### src/sv/rtcp_pkg.sv
`default_nettype none

package rtcp_pkg;

    // Largest packet piece one item produces (a report block).
    localparam int unsigned PKT_BYTES   = 24;
    localparam int unsigned BUF_W       = PKT_BYTES * 8;
    localparam int unsigned CNT_W       = $clog2(PKT_BYTES + 1);
    localparam int unsigned QUEUE_DEPTH = 2;
    localparam int unsigned PTR_W       = (QUEUE_DEPTH > 1) ? $clog2(QUEUE_DEPTH) : 1;
    localparam int unsigned QCNT_W      = $clog2(QUEUE_DEPTH + 1);

    typedef logic [1:0] func_t;
    localparam func_t FUNC_START = 2'd0;
    localparam func_t FUNC_INFO  = 2'd1;
    localparam func_t FUNC_BLOCK = 2'd2;

    typedef logic [2:0] err_t;
    localparam err_t ERR_NONE       = 3'd0;
    localparam err_t ERR_SENDER_ZERO = 3'd1;
    localparam err_t ERR_BLOCK_ZERO = 3'd2;
    localparam err_t ERR_LOSS_RANGE = 3'd3;
    localparam err_t ERR_ORDER      = 3'd4;

    localparam logic [7:0]  HDR_VERSION = 8'h80;
    localparam logic [7:0]  PT_SR       = 8'd200;
    localparam logic [7:0]  PT_RR       = 8'd201;
    localparam logic [15:0] LEN_SR_BASE = 16'd6;
    localparam logic [15:0] LEN_RR_BASE = 16'd1;

    localparam logic [CNT_W-1:0] BYTES_HDR   = CNT_W'(8);
    localparam logic [CNT_W-1:0] BYTES_INFO  = CNT_W'(20);
    localparam logic [CNT_W-1:0] BYTES_BLOCK = CNT_W'(24);
    localparam logic [CNT_W-1:0] BYTES_ERR   = CNT_W'(1);

    // One unit of work for the serializer: bytes left-aligned, first byte on top.
    typedef struct packed {
        logic [BUF_W-1:0] data;
        logic [CNT_W-1:0] nbytes;
        logic             last;
        err_t             code;
    } cmd_t;

endpackage

`default_nettype wire

### src/sv/rtcp_front.sv
`default_nettype none

module rtcp_front
    import rtcp_pkg::*;
(
    input  wire logic        clk,
    input  wire logic        rst_n,
    input  wire logic        push,
    input  wire logic [1:0]  func,
    input  wire logic [31:0] ssrc,
    input  wire logic        is_sender_report,
    input  wire logic [4:0]  block_count,
    input  wire logic [31:0] info_word0,
    input  wire logic [31:0] info_word1,
    input  wire logic [31:0] info_word2,
    input  wire logic [31:0] info_word3,
    input  wire logic [31:0] info_word4,
    input  wire logic [7:0]  lost_fraction,
    input  wire logic signed [31:0] total_lost,
    input  wire logic        queue_full,
    output cmd_t             cmd,
    output logic             cmd_push
);

    typedef enum logic [2:0] {
        PH_IDLE   = 3'b001,
        PH_INFO   = 3'b010,
        PH_BLOCKS = 3'b100
    } phase_t;

    phase_t     phase_reg, phase_next;
    logic [4:0] blocks_left_reg, blocks_left_next;

    logic        accept;
    logic [7:0]  cnt_x6;
    logic [15:0] len;
    logic        loss_ok;
    logic [4:0]  blocks_dec;

    assign accept   = push && !queue_full;
    assign cmd_push = accept;

    assign cnt_x6     = {1'b0, block_count, 2'b00} + {2'b00, block_count, 1'b0};
    assign len        = (is_sender_report ? LEN_SR_BASE : LEN_RR_BASE) + {8'd0, cnt_x6};
    assign loss_ok    = (&total_lost[31:23]) || !(|total_lost[31:23]);
    assign blocks_dec = blocks_left_reg - 5'd1;

    always_comb
    begin
        phase_next       = phase_reg;
        blocks_left_next = blocks_left_reg;
        cmd.data         = '0;
        cmd.nbytes       = BYTES_ERR;
        cmd.last         = 1'b1;
        cmd.code         = ERR_ORDER;

        case (func)
            FUNC_START:
            begin
                if (phase_reg != PH_IDLE)
                begin
                    cmd.code = ERR_ORDER;
                end
                else if (ssrc == 32'd0)
                begin
                    cmd.code = ERR_SENDER_ZERO;
                end
                else
                begin
                    cmd.code   = ERR_NONE;
                    cmd.nbytes = BYTES_HDR;
                    cmd.data   = {HDR_VERSION | {3'd0, block_count},
                                  is_sender_report ? PT_SR : PT_RR,
                                  len, ssrc, 128'd0};
                    cmd.last   = !is_sender_report && (block_count == 5'd0);
                end
            end
            FUNC_INFO:
            begin
                if (phase_reg == PH_INFO)
                begin
                    cmd.code   = ERR_NONE;
                    cmd.nbytes = BYTES_INFO;
                    cmd.data   = {info_word0, info_word1, info_word2,
                                  info_word3, info_word4, 32'd0};
                    cmd.last   = (blocks_left_reg == 5'd0);
                end
            end
            FUNC_BLOCK:
            begin
                if (phase_reg != PH_BLOCKS || blocks_left_reg == 5'd0)
                begin
                    cmd.code = ERR_ORDER;
                end
                else if (ssrc == 32'd0)
                begin
                    cmd.code = ERR_BLOCK_ZERO;
                end
                else if (!loss_ok)
                begin
                    cmd.code = ERR_LOSS_RANGE;
                end
                else
                begin
                    cmd.code   = ERR_NONE;
                    cmd.nbytes = BYTES_BLOCK;
                    cmd.data   = {ssrc, lost_fraction, total_lost[23:0],
                                  info_word0, info_word1, info_word2, info_word3};
                    cmd.last   = (blocks_dec == 5'd0);
                end
            end
            default:
            begin
                cmd.code = ERR_ORDER;
            end
        endcase

        if (accept)
        begin
            if (cmd.code != ERR_NONE)
            begin
                phase_next       = PH_IDLE;
                blocks_left_next = 5'd0;
            end
            else
            begin
                case (func)
                    FUNC_START:
                    begin
                        blocks_left_next = block_count;
                        if (is_sender_report)
                            phase_next = PH_INFO;
                        else if (block_count != 5'd0)
                            phase_next = PH_BLOCKS;
                        else
                            phase_next = PH_IDLE;
                    end
                    FUNC_INFO:
                    begin
                        phase_next = (blocks_left_reg != 5'd0) ? PH_BLOCKS : PH_IDLE;
                    end
                    FUNC_BLOCK:
                    begin
                        blocks_left_next = blocks_dec;
                        if (blocks_dec == 5'd0)
                            phase_next = PH_IDLE;
                    end
                    default:
                    begin
                        phase_next = PH_IDLE;
                    end
                endcase
            end
        end
    end

    always_ff @(posedge clk or negedge rst_n)
    begin
        if (!rst_n)
        begin
            phase_reg       <= PH_IDLE;
            blocks_left_reg <= 5'd0;
        end
        else
        begin
            phase_reg       <= phase_next;
            blocks_left_reg <= blocks_left_next;
        end
    end

    // Any error result is one closing byte.
    a_err_single: assert property (@(posedge clk) disable iff (!rst_n)
        cmd_push && cmd.code != ERR_NONE |-> cmd.nbytes == BYTES_ERR && cmd.last)
        else $error("error command is not a single last byte");

    // Outside a packet no report blocks are owed.
    a_idle_no_blocks: assert property (@(posedge clk) disable iff (!rst_n)
        phase_reg == PH_IDLE |-> blocks_left_reg == 5'd0)
        else $error("idle with report blocks outstanding");

endmodule

`default_nettype wire

### src/sv/rtcp_cmd_queue.sv
`default_nettype none

module rtcp_cmd_queue
    import rtcp_pkg::*;
(
    input  wire logic clk,
    input  wire logic rst_n,
    input  wire logic wr_en,
    input  cmd_t      wr_data,
    output logic      full,
    input  wire logic rd_en,
    output cmd_t      rd_data,
    output logic      rd_valid
);

    cmd_t              mem_reg [QUEUE_DEPTH];
    logic [PTR_W-1:0]  wr_ptr_reg, wr_ptr_next;
    logic [PTR_W-1:0]  rd_ptr_reg, rd_ptr_next;
    logic [QCNT_W-1:0] count_reg, count_next;

    function automatic logic [PTR_W-1:0] ptr_inc(input logic [PTR_W-1:0] p);
        ptr_inc = (p == PTR_W'(QUEUE_DEPTH - 1)) ? '0 : p + PTR_W'(1);
    endfunction

    assign full     = (count_reg == QCNT_W'(QUEUE_DEPTH));
    assign rd_valid = (count_reg != '0);
    assign rd_data  = mem_reg[rd_ptr_reg];

    always_comb
    begin
        wr_ptr_next = wr_en ? ptr_inc(wr_ptr_reg) : wr_ptr_reg;
        rd_ptr_next = rd_en ? ptr_inc(rd_ptr_reg) : rd_ptr_reg;
        count_next  = count_reg;
        if (wr_en && !rd_en)
            count_next = count_reg + QCNT_W'(1);
        else if (!wr_en && rd_en)
            count_next = count_reg - QCNT_W'(1);
    end

    always_ff @(posedge clk or negedge rst_n)
    begin
        if (!rst_n)
        begin
            wr_ptr_reg <= '0;
            rd_ptr_reg <= '0;
            count_reg  <= '0;
        end
        else
        begin
            wr_ptr_reg <= wr_ptr_next;
            rd_ptr_reg <= rd_ptr_next;
            count_reg  <= count_next;
        end
    end

    always_ff @(posedge clk)
    begin
        if (wr_en)
            mem_reg[wr_ptr_reg] <= wr_data;
    end

    a_no_overflow: assert property (@(posedge clk) disable iff (!rst_n)
        !(wr_en && full) && !(rd_en && !rd_valid))
        else $error("command queue overflow or underflow");

endmodule

`default_nettype wire

### src/sv/rtcp_back.sv
`default_nettype none

module rtcp_back
    import rtcp_pkg::*;
(
    input  wire logic clk,
    input  wire logic rst_n,
    input  cmd_t      q_cmd,
    input  wire logic q_valid,
    output logic      q_pop,
    input  wire logic pop,
    output logic      empty,
    output logic [7:0] out_byte,
    output logic      last_byte,
    output logic [2:0] error_code
);

    logic             cur_valid_reg, cur_valid_next;
    logic [BUF_W-1:0] cur_data_reg, cur_data_next;
    logic [CNT_W-1:0] cur_left_reg, cur_left_next;
    logic             cur_last_reg, cur_last_next;
    err_t             cur_code_reg, cur_code_next;

    logic             out_valid_reg, out_valid_next;
    logic [7:0]       out_byte_reg, out_byte_next;
    logic             out_last_reg, out_last_next;
    err_t             out_code_reg, out_code_next;

    logic advance;
    logic emit;
    logic final_beat;

    assign advance    = !out_valid_reg || pop;
    assign emit       = advance && cur_valid_reg;
    assign final_beat = (cur_left_reg == CNT_W'(1));
    assign q_pop      = q_valid && (!cur_valid_reg || (emit && final_beat));

    always_comb
    begin
        cur_valid_next = cur_valid_reg;
        cur_data_next  = cur_data_reg;
        cur_left_next  = cur_left_reg;
        cur_last_next  = cur_last_reg;
        cur_code_next  = cur_code_reg;
        out_valid_next = out_valid_reg;
        out_byte_next  = out_byte_reg;
        out_last_next  = out_last_reg;
        out_code_next  = out_code_reg;

        if (emit)
        begin
            out_valid_next = 1'b1;
            out_byte_next  = cur_data_reg[BUF_W-1 -: 8];
            out_last_next  = cur_last_reg && final_beat;
            out_code_next  = cur_code_reg;
            cur_data_next  = {cur_data_reg[BUF_W-9:0], 8'd0};
            cur_left_next  = cur_left_reg - CNT_W'(1);
            if (final_beat)
                cur_valid_next = 1'b0;
        end
        else if (pop)
        begin
            out_valid_next = 1'b0;
        end

        if (q_pop)
        begin
            cur_valid_next = 1'b1;
            cur_data_next  = q_cmd.data;
            cur_left_next  = q_cmd.nbytes;
            cur_last_next  = q_cmd.last;
            cur_code_next  = q_cmd.code;
        end
    end

    always_ff @(posedge clk or negedge rst_n)
    begin
        if (!rst_n)
        begin
            cur_valid_reg <= 1'b0;
            out_valid_reg <= 1'b0;
        end
        else
        begin
            cur_valid_reg <= cur_valid_next;
            out_valid_reg <= out_valid_next;
        end
    end

    always_ff @(posedge clk)
    begin
        cur_data_reg <= cur_data_next;
        cur_left_reg <= cur_left_next;
        cur_last_reg <= cur_last_next;
        cur_code_reg <= cur_code_next;
        out_byte_reg <= out_byte_next;
        out_last_reg <= out_last_next;
        out_code_reg <= out_code_next;
    end

    assign empty      = !out_valid_reg;
    assign out_byte   = out_byte_reg;
    assign last_byte  = out_last_reg;
    assign error_code = out_code_reg;

    // An error result is a zero byte that closes the stream.
    a_err_beat: assert property (@(posedge clk) disable iff (!rst_n)
        !empty && error_code != ERR_NONE |-> out_byte == 8'd0 && last_byte)
        else $error("error beat carries data or is not last");

endmodule

`default_nettype wire

### src/sv/rtcp_report_packet_writer.sv
`default_nettype none

// RTCP report packet writer. Items describing one sender report (type 200)
// or receiver report (type 201) go in through a queue-style push/full port,
// and the packet comes out one big-endian byte per beat through an
// empty/pop port. A start item produces the 4-byte header and the sender
// SSRC (8 beats), a sender-info item 20 beats, and each report block 24
// beats with the cumulative loss packed to 24 bits; the final byte of the
// packet has last_byte set. A zero SSRC, a cumulative loss that does not
// fit 24 signed bits, or an item that arrives out of order produces a
// single beat with out_byte zero, last_byte set and a nonzero error_code,
// and the writer drops back to waiting for a start item; bytes that left
// earlier are not taken back. The front end checks and formats an item in
// the cycle it is accepted, so it takes one item per cycle as long as the
// two-entry command queue has room. The serializer behind the queue sends
// one byte per cycle while the output is not stalled, so the sustained rate
// is set by the output stream. Successive commands run back to back on the
// output without gaps, and the first byte of an item passes through the
// command queue, the serializer's current-command register and the output
// register.

module rtcp_report_packet_writer
    import rtcp_pkg::*;
(
    input  wire logic        clk,
    input  wire logic        rst_n,
    input  wire logic        push,
    output logic             full,
    input  wire logic [1:0]  func,
    input  wire logic [31:0] ssrc,
    input  wire logic        is_sender_report,
    input  wire logic [4:0]  block_count,
    input  wire logic [31:0] info_word0,
    input  wire logic [31:0] info_word1,
    input  wire logic [31:0] info_word2,
    input  wire logic [31:0] info_word3,
    input  wire logic [31:0] info_word4,
    input  wire logic [7:0]  lost_fraction,
    input  wire logic signed [31:0] total_lost,
    output logic             empty,
    input  wire logic        pop,
    output logic [7:0]       out_byte,
    output logic             last_byte,
    output logic [2:0]       error_code
);

    cmd_t front_cmd;
    logic front_push;
    cmd_t q_cmd;
    logic q_valid;
    logic q_pop;

    // The front end owns the packet phase and the count of blocks still owed.
    rtcp_front u_front (
        .clk              (clk),
        .rst_n            (rst_n),
        .push             (push),
        .func             (func),
        .ssrc             (ssrc),
        .is_sender_report (is_sender_report),
        .block_count      (block_count),
        .info_word0       (info_word0),
        .info_word1       (info_word1),
        .info_word2       (info_word2),
        .info_word3       (info_word3),
        .info_word4       (info_word4),
        .lost_fraction    (lost_fraction),
        .total_lost       (total_lost),
        .queue_full       (full),
        .cmd              (front_cmd),
        .cmd_push         (front_push)
    );

    // Formatted commands wait here so input and output can stall apart.
    rtcp_cmd_queue u_queue (
        .clk      (clk),
        .rst_n    (rst_n),
        .wr_en    (front_push),
        .wr_data  (front_cmd),
        .full     (full),
        .rd_en    (q_pop),
        .rd_data  (q_cmd),
        .rd_valid (q_valid)
    );

    // The serializer shifts bytes out through a registered output stage.
    rtcp_back u_back (
        .clk        (clk),
        .rst_n      (rst_n),
        .q_cmd      (q_cmd),
        .q_valid    (q_valid),
        .q_pop      (q_pop),
        .pop        (pop),
        .empty      (empty),
        .out_byte   (out_byte),
        .last_byte  (last_byte),
        .error_code (error_code)
    );

endmodule

`default_nettype wire

### config.mk
export PLATFORM = sky130hd
export DESIGN_NAME = rtcp_report_packet_writer
export DESIGN_NICKNAME = d
export VERILOG_FILES = /design/src/sv/rtcp_pkg.sv /design/src/sv/rtcp_front.sv /design/src/sv/rtcp_cmd_queue.sv /design/src/sv/rtcp_back.sv /design/src/sv/rtcp_report_packet_writer.sv
export SDC_FILE = /design/constraint.sdc
export NUM_CORES = 1
export LEC_CHECK = 0
export BUFFER_PORTS_ARGS = -buffer_cell sky130_fd_sc_hd__buf_2
export CAP_MARGIN = 5
export CORE_MARGIN = 2
export CORE_UTILIZATION = 60
export DETAILED_ROUTE_END_ITERATION = 8
export PLACE_DENSITY_LB_ADDON = 0.05
export REMOVE_ABC_BUFFERS = 1
export SLEW_MARGIN = 20
export SYNTH_ARGS = -nofsm -noshare
export SYNTH_HDL_FRONTEND = slang
export SYNTH_HIERARCHICAL = 1
export SYNTH_SLANG_ARGS = --single-unit
export TNS_END_PERCENT = 1
### constraint.sdc
create_clock -name clk -period 22 [get_ports clk]
set_input_delay 1.1 -clock clk [delete_from_list [all_inputs] [get_ports clk]]
set_output_delay 1.1 -clock clk [all_outputs]
set_load 0.02 [all_outputs]
# --- Yosys cells after proc, flatten, opt, wreduce, memory -nomap -nowiden ---
# Memories as Yosys holds them, arrays and structs flattened.
# Cells that the tools add are included.
word_totals:
  elab_cells: 107
  mem_count: 1
  out_inout_bits: 14
  reg_bits: 227
  inputBits: 244
  mem_bits_rw: 402
classes:
  eq_ne: 8
  n_reduce_logical: 38
  addsub: 8
  n_mux: 38
memory_table:
  columns: ["name", "words", "word_bits", "read_ports", "rd_ports_with_merged_regs", "write_ports", "line_no", "source"]
  rows:
  - ["u_queue.mem_reg", 2, 201, 1, 0, 1, "rtcp_cmd_queue.sv:16", "cmd_t mem_reg [QUEUE_DEPTH];"]
op_table:
  columns: ["operator", "count"]
  rows:
  - ["2-to-1 mux 198 bit", 5]
  - ["one-hot mux 198 bit (3 select lines)", 1]
  - ["2-to-1 mux 192 bit", 2]
  - ["2-to-1 mux 201 bit", 1]
  - ["zero test 32 bit", 1]
  - ["2-to-1 mux 3 bit", 9]
  - ["one-hot mux 3 bit (3 select lines)", 2]
  - ["adder 16 x 8 -> 16 bit", 1]
  - ["zero test 5 bit", 3]
  - ["2-to-1 mux 5 bit", 3]
  - ["2-to-1 mux 1 bit", 11]
  - ["one-hot mux 5 bit (2 select lines)", 1]
  - ["nonzero test 2 bit", 5]
  - ["nonzero test 5 bit", 2]
  - ["subtractor 5 x 1 -> 5 bit, second input constant", 2]
  - ["AND reduction 9 bit", 1]
  - ["OR reduction 9 bit", 1]
  - ["adder 7 x 6 -> 8 bit", 1]
  - ["logical AND 1 bit", 8]
  - ["zero test 1 bit", 7]
  - ["2-to-1 mux 2 bit", 3]
  - ["!= test 3 x 1 -> 1 bit, second input constant", 2]
  - ["AND reduction 2 bit", 3]
  - ["nonzero test 3 bit", 2]
  - ["other kinds (10)", 15]

# --- Depth between registers and ports, before layout ---
# Gate-level depths: netlist of run 1.
depth:
  ltp_word: 10
  ltp_mapped: 11
  ltp_nobuf: 10

# --- By module ---
# Netlist of run 1, hierarchy kept.
by_module_without_submodules:
  columns: ["module", "seq_area_each_um2", "instances", "cells_each", "area_per_inst_um2"]
  rows:
  - ["rtcp_cmd_queue", 12171.7, 1, 641, 14717.9]
  - ["rtcp_back", 6446.2, 1, 454, 8971.1]
  - ["rtcp_front", 201.4, 1, 426, 3339.5]

# --- Worst setup path before layout of run 1 ---
# Ideal clock, no wire load.
synth_path:
  kind: "input to register"
  startpoint: "input port push"
  endpoint: "memory u_queue/mem_reg[0][0] in the netlist's numbering, enable pin"
  stages: 3
  arrival_ps: 10198
  slack_ps: 11012
  required_time_ps: 21210
  cell_sequence: "nand2b_1 -> inv_1 -> nor2b_1"
synth_via:
  elab_chain_len: 3
synth_lines:
  columns: ["element", "line_no", "source"]
  rows:
  - ["start, declared", "rtcp_report_packet_writer.sv:27", "input wire logic push,"]
  - ["logical AND 1 bit", "rtcp_front.sv:40", "assign accept = push && !queue_full;"]
  - ["via front_push", "rtcp_report_packet_writer.sv:48", "logic front_push;"]
  - ["2-to-1 mux 1 bit", "rtcp_cmd_queue.sv:58", "if (wr_en)"]
  - ["2-to-1 mux 1 bit (not written as such)", "rtcp_cmd_queue.sv:59", "mem_reg[wr_ptr_reg] <= wr_data;"]
  - ["end, declared", "rtcp_cmd_queue.sv:16", null]
# The timed path passes the listed nets, and every way through them passes these cells.

# --- Final worst setup path of run 1 ---
layout_path:
  startpoint: "register u_queue.count_reg[0]"
  endpoint: "register u_queue.count_reg[1]"
layout_via:
  word_cells_on_any_way: 14
  cone_classes: "add/sub (2); eq/ne (1); mux (2); reduce/logical (9)"
layout_rtl:
  columns: ["element", "line_no", "source"]
  rows:
  - ["start, declared", "rtcp_cmd_queue.sv:19", "logic [QCNT_W-1:0] count_reg, count_next;"]
  - ["start signal, assigned", "rtcp_cmd_queue.sv:52", "count_reg <= count_next;"]
  - ["nonzero test 2 bit *", "rtcp_cmd_queue.sv:26", "assign rd_valid = (count_reg != '0);"]
  - ["via q_valid", "rtcp_report_packet_writer.sv:50", "logic q_valid;"]
  - ["logical AND 1 bit *", "rtcp_back.sv:36", "assign q_pop = q_valid && (!cur_valid_reg || (emit && final_beat));"]
  - ["via q_pop", "rtcp_report_packet_writer.sv:51", "logic q_pop;"]
  - ["zero test 1 bit", "rtcp_cmd_queue.sv:34", "if (wr_en && !rd_en)"]
  - ["logical AND 1 bit", "rtcp_cmd_queue.sv:34", null]
  - ["2-to-1 mux 2 bit or nonzero test 2 bit (tied branches)", null, null]
# The timed path passes the listed nets; every way through them passes the cells marked *. The select of a mux whose other input is x is not followed.
# A chain may end at the register's enable or synchronous reset.

==> results.toml, run 1 <==
[run_status]
status = "completed"

[logic_synthesis]
syn_avg_cell_area_sq_um = 17.77
syn_area_sq_um = 27030
synth_cell_types = 59
yosysTopAreaCellShare = 0.6833
ys_seq_elements = 629
synthArstFlopShare = 0.02226
synth-main-ff-cell = "edfxtp_1"
netlist_instances = 1521
yosysSeqAreaShare = 0.6963
synth_edf_count = 615
synth.yosys.warnings = 6
synth_top_cell_by_area = "edfxtp_1"
synth_area_leaders = "edfxtp_1 (68%), mux2_2 (12%), a22o_1 (4.8%)"

[layout]
stdcell_area_sq_um = 30730
layout-drive-gt1-share = 0.3632
fill_cells = 2978
largest_register_ffs = 402
synthToLayoutAreaGrowth_pct = 13.71
nNetsFinal = 2039

[routing]
wirelength_microns = 58080
wl_per_cell_microns = 23.99
drt_first_pass_iters = 5
initialDrtViolationCount = 1153
drc = 0
via_per_inst = 6.031
antenna_left = 0
via_count = 14600

[global_routing]
antenna_found_initial = 3
grt_pass1_vias = 14787
grt_max_degree = 189
gr-usage-all-layers = 0.2472
grt_pass1_wl_microns = 87080
grt-ovfl-total = 0

[setup_path]
regToRegSetupSlack_ns = 18.14
cp_num_cells = 11
cpLargestDelayFamily = "buffers and inverters"
slowest_stage = "buf_4"
cp_cell_sequence = "or2_2 > nor2b_1 > a31oi_4 > buf_4 > buf_4 > inv_2 > inv_1 > ha_1 > xor2_1 > nor2_1 > xor2_1"
r2r_cells = 11
critical_path_class = "flip-flop to flip-flop"
cp-start-kind = "flip-flop"
rr_endpoint = "u_queue/count_reg[1]"
cp.buffers_inverters = 4
crit_arrival_ns = 4.31
critPathMaxFanout = 70
worstPathRequired_ns = 22.45
r2r-start = "u_queue/count_reg[0]"
end_kind = "flip-flop"
slowest_delay_ns = 0.79

[floorplan]
pin_count = 258
die-area_sq_um = 46760
die_x_microns = 216.2
core_sq_um = 44320
initial_utilization = 0.6099
rows = 77
die_h_microns = 216.2

[place]
dpl-instance-area_sq_um = 28560
gp_congestion = 0.8045
port_buffers = 257
dp_hpwl_microns = 34810
post-place-ws_ns = 17.61

[power]
leakagePower_nw = 11.56
clkPwrFrac = 0.321
ir_drop_v = 0.00007415
power.density_nw_per_um2 = 110.8
p_switching_uw = 854.8
p_comb_frac = 0.184
internal_power_mw = 2.550
seq_power_share = 0.495
sw_frac_of_total = 0.2511

[cts]
clkSinkCount = 629
cts_tree = "built"
worstSkewPairLatency_ns = 0.58
numCtsBuffers = 67
postCtsSetupRepairBufs = 0
clock_path_buffers = 3
cts_hold_buf = 0
root_buffer = "clkbuf_16"
cts_resized = 0
htreeDepth = 3
cts.clk_slew.worst_paths_ns = 0.06

[worst_hold_path]
min_to = "u_back/out_byte[2]"
whs_path_depth = 0
min_path_type = "flip-flop to flip-flop"
worstHoldStart = "u_back/cur_data_reg[186]"

[sta]
drv_slew = 0
setup_viol = 0
fmax_ghz = 0.2593
hold_violations = 0
fin_worst_skew_ns = 0.01475
relSlewSlack = 0.2554
rsz0062_at_grt = "no"
min_period_ns = 3.856
fin_ws_ns = 18.14
max_slew.worst_pin.slew_ns = 1.115
fin_crit_sh = 0.1753
final.setup.tns_ns = 0

[flow_run]
max_cap_viol_count = 0
Yosys cell counts, types with 13 or more instances:
| library cell | instances |
|---|---|
| buf_2 | 14 |
| a21o_1 | 45 |
| clkbuf_1 | 24 |
| o21ai_0 | 13 |
| buf_6 | 30 |
| a22o_1 | 149 |
| nand2_1 | 15 |
| buf_4 | 19 |
| mux2_1 | 109 |
| edfxtp_1 | 615 |
| inv_1 | 14 |
| and2_1 | 43 |
| dfrtp_1 | 13 |
| ha_1 | 16 |
| mux2_2 | 280 |
| nor2_1 | 17 |
power groups by stage:
stage,combinational (mW),clock (mW),sequential [mW]
2_1_floorplan,0.460,0,1.77
4_1_cts,0.631,1.11,1.69
3_5_place_dp,0.626,0,1.71
5_1_grt,0.673,1.16,1.70
6_report,0.626,1.09,1.68
3_3_place_gp,0.619,0,1.70
worst reg2reg max path: stages (launching register included):
cell	delay, ns
dfrtp_1	0.42
or2_2	0.38
nor2b_1	0.19
a31oi_4	0.14
buf_4	0.79
buf_4	0.78
inv_2	0.40
inv_1	0.14
ha_1	0.16
xor2_1	0.16
nor2_1	0.07
xor2_1	0.13
metrics by stage:
stage / hold WS, ns / power (mW) / cells / util
floorplan: 0.4003 / 2.233 / 1433 / -
CTS: 0.4184 / 3.431 / 2419 / 0.6928
global placement: 0.4025 / 2.316 / 2299 / 0.6445
detailed placement: 0.4045 / 2.335 / 2299 / 0.6445
finish: 0.4173 / 3.405 / 2421 / 0.6935
global route: 0.4272 / 3.540 / 2421 / 0.6935
placed cells by master, fill, tap and decap left out, types with 14 or more instances in the layout:
cell	count
buf_4	16
a21o_1	45
buf_2	257
inv_1	14
clkbuf_1	22
mux2_2	280
clkbuf_16	73
edfxtp_1	615
nand2_1	15
mux2_1	109
and2_1	42
a22o_1	149
nor2_1	17
ha_1	16
cell type report:
type                       instances  area, sq um  share of cell area
sequential                       629        18820              0.6124
multi-input combinational        787         7502              0.2441
clock buffer                      97         1937             0.06302
timing repair buffer             275         1454             0.04730
tap                              592        740.7             0.02410
clock inverter                    23        206.4            0.006717
inverter                          17        68.82            0.002239
antenna                            1        2.502          0.00008142
kinds of logic after synthesis:
kind of cell | count (synthesis) | synth area share
flip-flops | 629 | 0.6963
multiplexers | 390 | 0.1624
AO/OA/AOI/OAI | 243 | 0.07444
AND/OR/NAND/NOR | 124 | 0.02764
buffers and inverters | 105 | 0.02662
adder cells (fa/ha/maj) | 18 | 0.008888
XOR/XNOR | 11 | 0.003565
other | 1 | 0.0001387
worst max-delay path by stage:
| stage | start | end |
|---|---|---|
| 2_1_floorplan | push | u_queue/mem_reg[0][0] |
| 3_3_place_gp | pop | u_queue/count_reg[1] |
| 3_5_place_dp | pop | u_queue/count_reg[1] |
| 4_1_cts | u_queue/count_reg[0] | u_queue/count_reg[1] |
| 5_1_grt | u_queue/count_reg[0] | u_queue/count_reg[1] |
| 6_report | u_queue/count_reg[0] | u_queue/count_reg[1] |
per-layer routing:
layer | share of wire | GRT usage
met4 | 0.019 | 0.06301
met5 | 0.00041 | 0
met2 | 0.48 | 0.3999
met1 | 0.44 | 0.3511
met3 | 0.060 | 0.04477
No activity file was read; power rests on OpenSTA's default activity.
==> run 2: changes to the inputs <==
ABC_AREA = 1   (was not set)
clock period = 3.8 ns   (was 22 ns; I/O delays follow)
==> run 2 against run 1 <==
Compared with the run above: non-clock buffer count rose by 146; sequential power rose to 6.9 times the previous value; clock power grew to 5.8 times the previous value; die area is 2.6% higher; worst hold slack got worse by 0.39 ns; power rose to 7.3 times the previous value; critical path type unchanged; critical endpoint is now u_queue/mem_reg[0][44].
==> results.toml, run 2 <==
[sta]
setup_viol = 0
hold_violations = 0
relSlewSlack = 0.3414
fin_hold_ws_ns = 0.02677
fin_crit_sh = 0.8280
fin_ws_ns = 0.6534
max_slew.worst_pin.slew_ns = 0.9879
fin_worst_skew_ns = 0.01528
min_period_ns = 3.147
fmax_ghz = 0.3178
rsz0062_at_grt = "no"
drv_slew = 0

[layout]
fill_cells = 3135
largest_register_ffs = 402
final_common_cell = "edfxtp_1"
synthToLayoutAreaGrowth_pct = 18.65
nNetsFinal = 2865
layout-drive-gt1-share = 0.2270
final_cell_mix = "edfxtp_1 (615), nand2_1 (556), buf_2 (257), nand3_1 (237), mux2_2 (201)"

[logic_synthesis]
synth_mux_area_frac = 0.08158
synth-main-ff-cell = "edfxtp_1"
synth_area_leaders = "edfxtp_1 (67%), mux2_2 (8.2%), nand2_1 (7.6%)"
synth.yosys.warnings = 6
synthArstFlopShare = 0.02226
syn_area_sq_um = 27740
synth_edf_count = 615
synth_common_cells = "edfxtp_1 (615), nand2_1 (560), nand3_1 (237)"
synth_top_cell_by_area = "edfxtp_1"
synth_cell_types = 39
synth_top_family_by_area = "simple AND/OR/NAND/NOR gates"
synthMostInstantiatedCell = "edfxtp_1"
yosysTopAreaCellShare = 0.6656
synthAdderAreaFrac = 0.008659
synth-simple-area-share = 0.1356
yosysSeqAreaShare = 0.6783
netlist_instances = 2244
syn_avg_cell_area_sq_um = 12.36
ys_seq_elements = 629
synth-compound-area-share = 0.03869
yosys.area_share.xor_xnor = 0.002841

[cts]
cts.clk_slew.worst_paths_ns = 0.06
postCtsSetupRepairBufs = 0
clock_path_buffers = 3
cts_tree = "built"
root_buffer = "clkbuf_16"
htreeDepth = 3
clkSinkCount = 629
worstSkewPairLatency_ns = 0.59
cts_resized = 0
numCtsBuffers = 66
cts_hold_buf = 127

[global_routing]
grt_pass1_vias = 18730
antenna_found_initial = 4
gr-usage-all-layers = 0.2839
grt-ovfl-total = 0
grt_pass1_wl_microns = 103000
grt_max_degree = 191

[power]
ir_drop_v = 0.0008757
power.density_nw_per_um2 = 759.7
leakagePower_nw = 13.44

[routing]
via_count = 18724
initialDrtViolationCount = 1575
drt_first_pass_iters = 5
wl_per_cell_microns = 20.76
wirelength_microns = 67540
antenna_left = 0
drc = 0
via_per_inst = 5.754

[floorplan]
rows = 78
die-area_sq_um = 47980
pin_count = 258
initial_utilization = 0.6100
die_h_microns = 219.0
core_sq_um = 45480
die_x_microns = 219.0

[place]
dp_hpwl_microns = 39430
post-place-ws_ns = 1.109
gp_congestion = 0.8848
port_buffers = 257

[run_status]
status = "completed"

[setup_path]
worstPathRequired_ns = 4.25
critical_path_class = "flip-flop to flip-flop"
cp-start-kind = "flip-flop"
end_kind = "flip-flop"
crit_arrival_ns = 3.59
critPathMaxFanout = 30

[flow_run]
max_cap_viol_count = 0

[worst_hold_path]
min_path_type = "input pin to flip-flop"
[run 2: cell count changes after synthesis, sizes merged, moves of 23 or more]
cell / delta
o21ai: +48
a21o: -45
o22ai: +56
a22o: -149
buf: +41
nor2: +72
mux2: -188
nand2: +547
and2: -43
inv: +167
o211ai: +23
nand3: +233
[run 2: stage by stage]
step           cells  area [sq um]  total power [mW]  setup TNS (ns)  utilization
2_1_floorplan   2114         26930             16.57        -4591.59            -
3_3_place_gp    3008         29530             18.46               0       0.6492
3_5_place_dp    3008         29530             18.67               0       0.6492
4_1_cts         3252         32910             25.12               0       0.7237
5_1_grt         3252         32910             26.31               0       0.7237
6_report        3254         32920             25.01               0       0.7238
[run 2: kinds of logic after synthesis]
group | count (synthesis)
DFF | 629
buffers and inverters | 315
AOI/OAI and AO/OA | 171
xor gates and xnor gates | 9
and+or+nand+nor | 900
other | 1
adders and majority gates | 18
muxes | 201
[run 2: metal layers]
| layer | GRT usage | vias to the layer above | part of all wire |
|---|---|---|---|
| li1 | - | 8629 | - |
| met1 | 0.3808 | 9163 | 0.40 |
| met2 | 0.4678 | 796 | 0.49 |
| met3 | 0.04657 | 130 | 0.079 |
| met4 | 0.1119 | 6 | 0.032 |
| met5 | 0 | - | 0.00046 |
[run 2: cell type report]
cell class              count  area [sq um]  share of cell area
diodes                      2         5.005           0.0001520
clock inverters            27         249.0            0.007564
clock buffers              90          1868             0.05675
flip-flops and latches    629         18820              0.5718
multi-input cells        1300          7461              0.2266
inverters                 185         701.9             0.02132
well taps                 600         750.7             0.02280
repair buffers            421          3060             0.09297
[run 2: final timing paths]
path,slack [ns],depth (start not counted),end,startpoint
setup / recovery,0.65,7,u_queue/mem_reg[0][44],u_front/phase_reg[2]
hold / removal,0.03,3,u_queue/mem_reg[0][160],total_lost[23]
setup reg to reg,0.65,7,u_queue/mem_reg[0][44],u_front/phase_reg[2]
hold reg to reg,0.42,0,u_back/error_code[0],u_back/cur_code_reg[0]
max in group asynchronous,3.43,2,u_queue/rd_ptr_reg,rst_n
min in group asynchronous,0.06,2,u_back/cur_valid_reg,rst_n
[run 2: where the power goes]
group / total [mW] / switching, mW / internal (mW) / leakage [nW]
registers: 11.6 / 0.741 / 10.9 / 6.20
logic: 7.08 / 4.54 / 2.54 / 6.20
clock network: 6.32 / 2.55 / 3.77 / 1.03
[run 2: worst max-delay path, stage by stage (launching register included)]
cell and delay (ns):
dfrtp_1 0.37, inv_1 0.15, nand4_4 0.44, inv_2 0.79, buf_4 0.43, nand2_1 0.09
o21ai_0 0.10, dlygate4sd3_1 0.61
==> run 3: changes to the inputs <==
CORE_UTILIZATION = 54   (was 60)
clock period = 2.6 ns   (was 3.8 ns; I/O delays follow)
==> run 3 against run 2 <==
Compared with the run above: sequential share of layout area shrank 3.0 points; critical endpoint is now u_queue/mem_reg[0][173]; non-clock buffer count increased by 142; clock skew up 0.00068 ns; setup slack worse by 0.61 ns; highest routed layer unchanged; final cell count grew 7.1%; sequential cell count unchanged.
==> results.toml, run 3 (synthesis gave the netlist of run 2 again) <==
[run_status]
status = "completed"

[layout]
layout-drive-gt1-share = 0.2237
final_common_cell = "edfxtp_1"
regArea_sq_um = 18820
nNetsFinal = 3010
post-route-util = 0.6796
largest_register_ffs = 402
multi_input_area_sq_um = 7491
synthToLayoutAreaGrowth_pct = 25.15
fill_cells = 3750
final_cell_mix = "edfxtp_1 (615), nand2_1 (556), dlygate4sd3_1 (260), buf_2 (257), nand3_1 (235)"

[routing]
drc = 0
initialDrtViolationCount = 1623
wl_per_cell_microns = 20.23
via_count = 19044
drt_first_pass_iters = 7
via_per_inst = 5.466
wirelength_microns = 70470
antenna_left = 0

[global_routing]
use_met3 = 0.04150
use_met2 = 0.4318
gr-max-usage-layer = "met2"
grt-ovfl-total = 0
gr-usage-all-layers = 0.2661
met1_usage = 0.3747
grt_pass1_vias = 18958
grt_pass1_wl_microns = 107600
grt_max_degree = 118
antenna_found_initial = 1

[floorplan]
die_h_microns = 230.7
die_x_microns = 230.7
initial_utilization = 0.5430
rows = 83
core_sq_um = 51090
pin_count = 258
die-area_sq_um = 53210

[sta]
fin_worst_skew_ns = 0.01596
min_period_ns = 2.560
fmax_ghz = 0.3906
max_slew.worst_pin.slew_ns = 0.8462
final.setup.tns_ns = 0
fin_hold_ws_ns = 0.02270
drv_slew = 0
setup_viol = 0
rsz0062_at_grt = "yes"
fin_crit_sh = 0.9848
hold_violations = 0
relSlewSlack = 0.4340

[power]
leakagePower_nw = 14.23
power.density_nw_per_um2 = 1075
ir_drop_v = 0.0009596
p_switching_mw = 11.66
internal_power_mw = 25.66
sw_frac_of_total = 0.3125
seq_power_share = 0.450
clkPwrFrac = 0.258
p_comb_frac = 0.292

[setup_path]
cp-start-kind = "input pin"
worstPathRequired_ns = 2.94
end_kind = "flip-flop"
critical_path_class = "input pin to flip-flop"
r2r-start = "u_front/phase_reg[0]"
crit_arrival_ns = 2.90
regToRegSetupSlack_ns = 0.10
rr_endpoint = "u_queue/mem_reg[1][143]"
critPathMaxFanout = 3
r2r_cells = 8

[place]
port_buffers = 257
gp_congestion = 0.8507
dp_hpwl_microns = 40330

[cts]
numCtsBuffers = 69
clkSinkCount = 629
clock_path_buffers = 3
cts_tree = "built"
root_buffer = "clkbuf_16"
htreeDepth = 3
cts.clk_slew.worst_paths_ns = 0.06
worstSkewPairLatency_ns = 0.60

[worst_hold_path]
min_path_type = "input pin to flip-flop"
min_to = "u_queue/mem_reg[0][125]"
whs_path_depth = 3
worstHoldStart = "info_word0[20]"

[flow_run]
max_cap_viol_count = 0
## run 3: cell count changes in the layout (fill, tap and decap cells not counted), moves of 2 or more
cell	delta
buf_4	-4
inv_6	+2
clkinvlp_4	+2
dlygate4sd3_1	+133
nand3_1	-2
buf_12	+13
nand3_2	+2
clkinv_2	+4
nor2_1	-2
nor2_2	+2
## run 3: layout make-up
| cell class | count | area share |
|---|---|---|
| clock inverters | 35 | 0.009657 |
| multi-input cells | 1300 | 0.2157 |
| repair buffers | 563 | 0.1331 |
| flip-flops and latches | 629 | 0.5421 |
| inverters | 185 | 0.02029 |
| well taps | 680 | 0.02450 |
| clock buffers | 91 | 0.05452 |
| diodes | 1 | 0.00007207 |
## run 3: metrics by stage
step	power, mW	worst slack (ns)	std cells	cell area, sq um
6_report	37.32	0.03963	3484	34720
2_1_floorplan	22.10	-11.26	2114	26930
4_1_cts	37.60	0.02799	3481	34670
5_1_grt	39.34	-0.01356	3483	34720
3_3_place_gp	27.36	0.3521	3095	29840
3_5_place_dp	27.60	0.3264	3095	29840
## run 3: worst max-delay path by stage
stage / from / end / slack (ns) / cells past startpoint
after floorplan: u_back/cur_left_reg[0] / u_back/cur_data_reg[0] / -11.26 / 7
after global placement: is_sender_report / u_queue/mem_reg[0][174] / 0.35 / 8
after detailed placement: is_sender_report / u_queue/mem_reg[1][175] / 0.33 / 8
after CTS: u_front/blocks_left_reg[0] / u_queue/mem_reg[0][151] / 0.03 / 11
after global routing: u_front/phase_reg[0] / u_queue/mem_reg[0][151] / -0.01 / 8
final: block_count[1] / u_queue/mem_reg[0][173] / 0.04 / 8
## run 3: worst max-delay path: stages
cell and delay [ns]:
dlygate4sd3_1 0.52, buf_2 0.14, fa_1 0.45, ha_1 0.23
fa_1 0.56, xnor2_2 0.19, o211ai_1 0.09, dlygate4sd3_1 0.57
## run 3: repair_timing
item                       CTS  global route
setup buffers                0             2
setup endpoints to repair    0            79
gates resized for setup      0             9
hold buffers               260             0
hold endpoints to repair   399             0
## run 3: layer usage
metal | vias to the layer above | part of all wire
met5 | - | 0.00016
met4 | 2 | 0.024
met3 | 113 | 0.059
met2 | 641 | 0.49
met1 | 9366 | 0.43
li1 | 8922 | -
## run 3: power groups by stage
| stage | clock network [mW] | logic (mW) | registers (mW) |
|---|---|---|---|
| 2_1_floorplan | 0 | 5.36 | 16.7 |
| 3_3_place_gp | 0 | 10.5 | 16.9 |
| 3_5_place_dp | 0 | 10.6 | 17.0 |
| 4_1_cts | 9.80 | 11.0 | 16.8 |
| 5_1_grt | 10.2 | 12.1 | 17.1 |
| 6_report | 9.62 | 10.9 | 16.8 |
